==> config.mk <==
export PLATFORM = sky130hd
export DESIGN_NAME = prac_cordic_cell
export DESIGN_NICKNAME = d
export VERILOG_FILES = /design/src/design/point_rotate_about_center_defines.svh /design/src/design/prac_pkg.sv /design/src/design/prac_cordic_cell.sv
export SDC_FILE = /design/constraint.sdc
export NUM_CORES = 1
export LEC_CHECK = 0
export ABC_AREA = 1
export BUFFER_PORTS_ARGS = -buffer_cell sky130_fd_sc_hd__buf_2
export CAP_MARGIN = 20
export CORE_MARGIN = 5
export CORE_UTILIZATION = 30
export DETAILED_ROUTE_END_ITERATION = 7
export MAX_ROUTING_LAYER = met4
export PLACE_DENSITY = 0.48
export SKIP_CTS_REPAIR_TIMING = 1
export SYNTH_ARGS = -nofsm -noshare
export SYNTH_HDL_FRONTEND = slang
export SYNTH_SLANG_ARGS = --single-unit
==> constraint.sdc <==
create_clock -name clock -period 10.54 [get_ports clock]
set_input_delay 0.527 -clock clock [delete_from_list [all_inputs] [get_ports clock]]
set_output_delay 0.527 -clock clock [all_outputs]
set_load 0.05 [all_outputs]
==> src/design/point_rotate_about_center_defines.svh <==
// Assertion macros for the point rotation RTL.
// Included by the top level; needs nothing else.
`ifndef POINT_ROTATE_ABOUT_CENTER_DEFINES_SVH
`define POINT_ROTATE_ABOUT_CENTER_DEFINES_SVH

// Same-cycle implication, switched off while reset is high.
`define PRAC_ASSERT_IMP(label, clk, rst, ante, cons, msg) \
   label: assert property (@(posedge clk) disable iff (rst) (ante) |-> (cons)) else $error(msg);

// Next-cycle implication, live during reset as well.
`define PRAC_ASSERT_NEXT_NR(label, clk, ante, cons, msg) \
   label: assert property (@(posedge clk) (ante) |=> (cons)) else $error(msg);

`endif

==> src/design/prac_pkg.sv <==
// Package for the point rotation block: CORDIC constants, arctangent table
// and register index codes. Depends on nothing.
`default_nettype none

package prac_pkg;

   localparam int COORD_WIDTH_DEF   = 24;
   localparam int CORDIC_STAGES_DEF = 16;
   localparam int LUT_LEN           = 24;
   localparam int VEC_W             = 32;   // Q28 sine/cosine datapath
   localparam int ANG_W             = 32;   // binary angle, 2^32 per turn
   localparam int FRAC_Q            = 28;
   localparam int TURN_W            = 16;

   localparam logic signed [VEC_W-1:0] GAIN_Q28 = 32'sd163008219;

   localparam logic [ANG_W-1:0] ATAN_LUT [LUT_LEN] = '{
      32'h20000000, 32'h12E4051D, 32'h09FB385B, 32'h051111D4,
      32'h028B0D43, 32'h0145D7E1, 32'h00A2F61E, 32'h00517C55,
      32'h0028BE53, 32'h00145F2E, 32'h000A2F98, 32'h000517CC,
      32'h00028BE6, 32'h000145F3, 32'h0000A2F9, 32'h0000517C,
      32'h000028BE, 32'h0000145F, 32'h00000A2F, 32'h00000517,
      32'h0000028B, 32'h00000145, 32'h000000A2, 32'h00000051
   };

   typedef enum logic [1:0] {
      CSR_CENTER_X   = 2'd0,
      CSR_CENTER_Y   = 2'd1,
      CSR_TURN_ANGLE = 2'd2
   } csr_index_type;

endpackage

`default_nettype wire

==> src/design/prac_cordic_cell.sv <==
// One CORDIC micro-rotation cell with its pipeline register and a
// side-band payload that travels alongside. Depends on prac_pkg.
`default_nettype none

module prac_cordic_cell #(
   parameter int STAGE = 0,
   parameter int PAY_W = 50
) (
   input  wire logic                                clock,
   input  wire logic                                reset,
   input  wire logic                                in_valid,
   output      logic                                in_ready,
   input  wire logic signed [prac_pkg::VEC_W-1:0]   in_x,
   input  wire logic signed [prac_pkg::VEC_W-1:0]   in_y,
   input  wire logic signed [prac_pkg::ANG_W-1:0]   in_z,
   input  wire logic        [PAY_W-1:0]             in_pay,
   output      logic                                out_valid,
   input  wire logic                                out_ready,
   output      logic signed [prac_pkg::VEC_W-1:0]   out_x,
   output      logic signed [prac_pkg::VEC_W-1:0]   out_y,
   output      logic signed [prac_pkg::ANG_W-1:0]   out_z,
   output      logic        [PAY_W-1:0]             out_pay
);
   import prac_pkg::*;

   localparam logic signed [ANG_W-1:0] STEP_ANGLE = ATAN_LUT[STAGE];

   logic                     valid_ff;
   logic signed [VEC_W-1:0]  x_ff, x_in;
   logic signed [VEC_W-1:0]  y_ff, y_in;
   logic signed [ANG_W-1:0]  z_ff, z_in;
   logic        [PAY_W-1:0]  pay_ff;
   logic signed [VEC_W-1:0]  x_shr, y_shr;

   assign in_ready = !valid_ff || out_ready;

   // Arithmetic shifts are floor divisions by 2^STAGE.
   always_comb begin
      x_shr = in_x >>> STAGE;
      y_shr = in_y >>> STAGE;
      if (!in_z[ANG_W-1]) begin
         x_in = in_x - y_shr;
         y_in = in_y + x_shr;
         z_in = in_z - STEP_ANGLE;
      end else begin
         x_in = in_x + y_shr;
         y_in = in_y - x_shr;
         z_in = in_z + STEP_ANGLE;
      end
   end

   always_ff @(posedge clock) begin
      if (reset) begin
         valid_ff <= 1'b0;
      end else if (in_ready) begin
         valid_ff <= in_valid;
      end
   end

   always_ff @(posedge clock) begin
      if (in_ready && in_valid) begin
         x_ff   <= x_in;
         y_ff   <= y_in;
         z_ff   <= z_in;
         pay_ff <= in_pay;
      end
   end

   assign out_valid = valid_ff;
   assign out_x     = x_ff;
   assign out_y     = y_ff;
   assign out_z     = z_ff;
   assign out_pay   = pay_ff;

endmodule

`default_nettype wire

* After elaboration in Yosys (flattened, before gate mapping)
Cells that the tools add are included.
Storage, ports and cells: input port bits 150, register bits after elaboration 147, bits in latches 0, bits in writable memories 0, ROM bits 0, memories 0, output and inout port bits 148
Operators by class: shifts and indexed selects 0, bitwise logic cells 0, equal/unequal tests 0, add/sub/neg operators 5, reductions and logical operators 3, multipliers 0, div/mod/pow operators 0, mux-type cells 3, magnitude comparators 0
Operators with widths (number):
- two-way mux 32 bit | 3
- subtractor 32 bit | 2
- adder 32 x 31 -> 32 bit, second input constant | 1
- adder 32 bit | 1
- subtractor 32 x 31 -> 32 bit, second input constant | 1
- logical AND 1 bit | 1
- zero test 1 bit | 1
- logical OR 1 bit | 1

* Depth between registers and ports, before layout
depth in word-level cells 3, depth in mapped cells 17

* Worst setup path after synthesis
OpenSTA, ideal clock, no wires.
path kind reg2reg, start point register valid_ff (netlist: out_valid), end point register pay_ff[0] (netlist: out_pay[0]) (enable), library setup time 0.697 ns, stages on the path, launching flop included 2, clock period less this slack 8.261 ns, data required time 9.843 ns, arrival time 7.564 ns, path buffers 0, setup slack 2.279 ns, cells stage by stage dfxtp_1 -> a21oi_1
On the way: word-level cells in the longest chain between the ends 3
Ends and longest elaborated chain:
- start: declaration | line prac_cordic_cell.sv:28 | logic valid_ff;
- start signal: assignment | line prac_cordic_cell.sv:56 | valid_ff <= in_valid;
- zero test 1 bit | line prac_cordic_cell.sv:35 | assign in_ready = !valid_ff || out_ready;
- logical OR 1 bit | line prac_cordic_cell.sv:35
- logical AND 1 bit | line prac_cordic_cell.sv:61 | if (in_ready && in_valid) begin
- end signal: assignment | line prac_cordic_cell.sv:65 | pay_ff <= in_pay;
- end: declaration | line prac_cordic_cell.sv:32 | logic [PAY_W-1:0] pay_ff;
Every way passes these cells. A chain may end at the register's enable or synchronous reset.

* Worst setup path in the final report
start point register valid_ff (netlist: out_valid), end point register y_ff[22] (netlist: out_y[22]) (enable)
On the way: word-level cells in the longest chain between the ends 3
Ends and longest elaborated chain:
- zero test 1 bit | line prac_cordic_cell.sv:35
- logical OR 1 bit | line prac_cordic_cell.sv:35
- logical AND 1 bit | line prac_cordic_cell.sv:61
- end signal: assignment | line prac_cordic_cell.sv:63 | y_ff <= y_in;
- end: declaration | line prac_cordic_cell.sv:30 | logic signed [VEC_W-1:0] y_ff, y_in;
Every way passes these cells.

==> impl_metrics.tcl <==
set metrics [dict create \
    worst_pin_slew_ns 1.000 \
    fp.dieW_um 209.7 \
    rsz0062_at_grt "no" \
    peakVddDrop_mv 0.09391 \
    synthCells 1729 \
    cts_max_level 4 \
    coreArea_um2 39640 \
    drtIter0Drc 772 \
    grt_pass1_vias 11360 \
    yosys_warnings 0 \
    leakage_nw 7.917 \
    r2r_slack_ns 7.98 \
    multi_input_area_um2 6060 \
    holdCritPathClass "input pin to flop" \
    synthTopCellsByCount "nand2_1, inv_1, nand3_1" \
    dieArea_um2 43990 \
    r2r-end "out_y[22]" \
    syn_nets 1984 \
    num-fill-cells 4318 \
    maxSlewHeadroom 0.3332 \
    cp.depth 3 \
    regArea_um2 4374 \
    place.gp.congestion 0.9420 \
    fp.dieH_um 209.7 \
    grt_max_degree 78 \
    cpMaxStageDelayCell "buf_4" \
    port_buffers 297 \
    yosysMostFrequentCell "nand2_1" \
    crit_type "flop to flop" \
    postRouteAntennaNets 0 \
    arrival_ns 2.62 \
    critPathBufInv 2 \
    fmaxAchievable_mhz 390.6 \
    cts_sinks 146 \
    synth_xor_area_frac 0.01464 \
    syn_avg_cell_area_um2 6.922 \
    track_usage 0.1967 \
    yosys_most_used_dff "edfxtp_1" \
    critPathLaunchType "flop" \
    synth_compound_area_frac 0.05885 \
    drive_gt1_frac 0.1722 \
    synth_edf_count 145 \
    initial_core_util 0.3019 \
    synthMuxAreaShare 0 \
    synth_top_family_by_area "simple AND/OR/NAND/NOR gates" \
    required_ns 10.60 \
    synthAdderAreaFrac 0.1116 \
    final-setup-viol-count 0 \
    grt-ovfl-total 0 \
    post-route-period-util 0.2429 \
    yosysSeqAreaShare 0.3655 \
    path_clk_slew_ns 0.06 \
    cp_slowest_stage_delay_ns 0.89 \
    fin_tns_setup_ns 0 \
    wl_per_cell_um 17.07 \
    cp-startpoint "out_valid" \
    cts_root_buffer "clkbuf_16" \
    endpoint "out_y[22]" \
    powerDensity_nw_per_um2 144.1 \
    io-pin-count 298 \
    routed_wirelength_mm 43.47 \
    synth_top_area_frac 0.3638 \
    async_reset_ff_frac 0 \
    cts_max_path_buffers 2 \
    finalClockSkew_ns 0.009816 \
    maxCapViolations 0 \
    yosys.area_share.simple 0.3202 \
    drc 0 \
    yosys.area.top_type "edfxtp_1" \
    clk_latency_ns 0.45 \
    regToRegStartpoint "out_valid" \
    crit_fanout 77 \
    synthTopCellsByArea "edfxtp_1, nand2_1, inv_1" \
    final_area_um2 14570 \
    syn2layout_area_growth_pct 21.71 \
    reg2reg_depth 3 \
    slew_viol_final 0 \
    ys_types 33 \
    netlist_area_um2 11970 \
    end_kind "flop" \
    firstDrtPassIters 6 \
    hold_viol_final 0 \
    period_minus_slack_ns 2.560 \
    vias 11760 \
    grt_pass1_wl_mm 64.83 \
    synth-seq-cells 146 \
    cts_tree "done" \
    critPathTopFamily "buffers and inverters" \
    rows 73 \
    viasPerCell 4.616 \
    nets 2263 \
    cts_inserted_buffers 17 \
    status "complete, no violations" \
    path_cells "a21oi_4 -> buf_4 -> buf_4" \
    worst_path_most_repeated_cell "buf_4" \
    antenna_found_initial 1 \
    placed_area_um2 13920 \
    dpl.hpwl_mm 36.27 \
]
==> per-layer routing <==
metal  up-vias  part of all wire  global-route usage
met3        38             0.056             0.02945
met2       363              0.47              0.3283
met4         0             0.017             0.05063
met5         -                 0                   -
met1      5406              0.46              0.2516
li1       5949                 -                   -
==> worst register-to-register path, cell delays in order (launching register included) <==
cell and delay [ns]:
dfxtp_1 0.34, a21oi_4 0.14, buf_4 0.72, buf_4 0.91
==> state kept, by name (all words and copies together), names as in the netlist <==
| name | flops |
|---|---|
| out_valid | 1 |
| out_x | 31 |
| out_z | 32 |
| out_y | 32 |
| out_pay | 50 |
==> power by group <==
part	internal, mW	leakage, nW	total [mW]	switching [mW]
clock network	0.408	0.310	0.679	0.271
logic	0.178	6.19	0.701	0.523
registers	0.704	1.41	0.720	0.0159
==> worst min-delay path by stage <==
stage | start | endpoint | slack, ns | depth (start not counted)
after floorplan | reset | out_valid | 0.60 | 1
after global placement | out_valid | out_valid | 0.54 | 2
after detailed placement | out_valid | out_valid | 0.55 | 2
after CTS | reset | out_valid | 0.23 | 2
after global routing | reset | out_valid | 0.24 | 2
final | reset | out_valid | 0.26 | 2
==> cell families (layout without fill, tap and decap cells) <==
logic type / Yosys count / count (layout)
other cells: 0 / 1
compound gates: 132 / 132
fa+ha+maj: 105 / 105
simple gates: 934 / 934
buf+inv: 392 / 684
flops: 146 / 146
xor+xnor: 20 / 20
==> stage by stage <==
step | worst slack, ns | power [mW] | cells | utilization | hold WS, ns
after floorplan | 2.279 | 1.226 | 1729 | - | 0.5961
after global placement | 7.605 | 1.433 | 2514 | 0.3513 | 0.5397
after detailed placement | 7.616 | 1.432 | 2514 | 0.3513 | 0.5521
after CTS | 7.918 | 2.120 | 2546 | 0.3674 | 0.2321
after global routing | 7.772 | 2.207 | 2546 | 0.3674 | 0.2387
final | 7.980 | 2.099 | 2547 | 0.3675 | 0.2583
==> layout by cell type (no fill, tap or decap), drive strengths merged, types with 11 or more instances in the layout <==
master	synthesis	layout
nor2	113	113
xor2	19	19
o21ai	36	36
a21oi	73	73
nand4	24	24
nand2	623	623
buf	36	301
inv	351	356
clkbuf	5	19
nand3	160	160
o21bai	11	11
ha	102	102
edfxtp	145	145
==> final cells by class <==
cell class,instances,area share
multi-input cells,1191,0.4160
flip-flops and latches,146,0.3003
repair buffers,301,0.1041
inverters,351,0.09044
well taps,525,0.04509
clock buffers,19,0.03040
clock inverters,13,0.01357
diodes,1,0.0001718
Power figures use the tool's default switching activity.
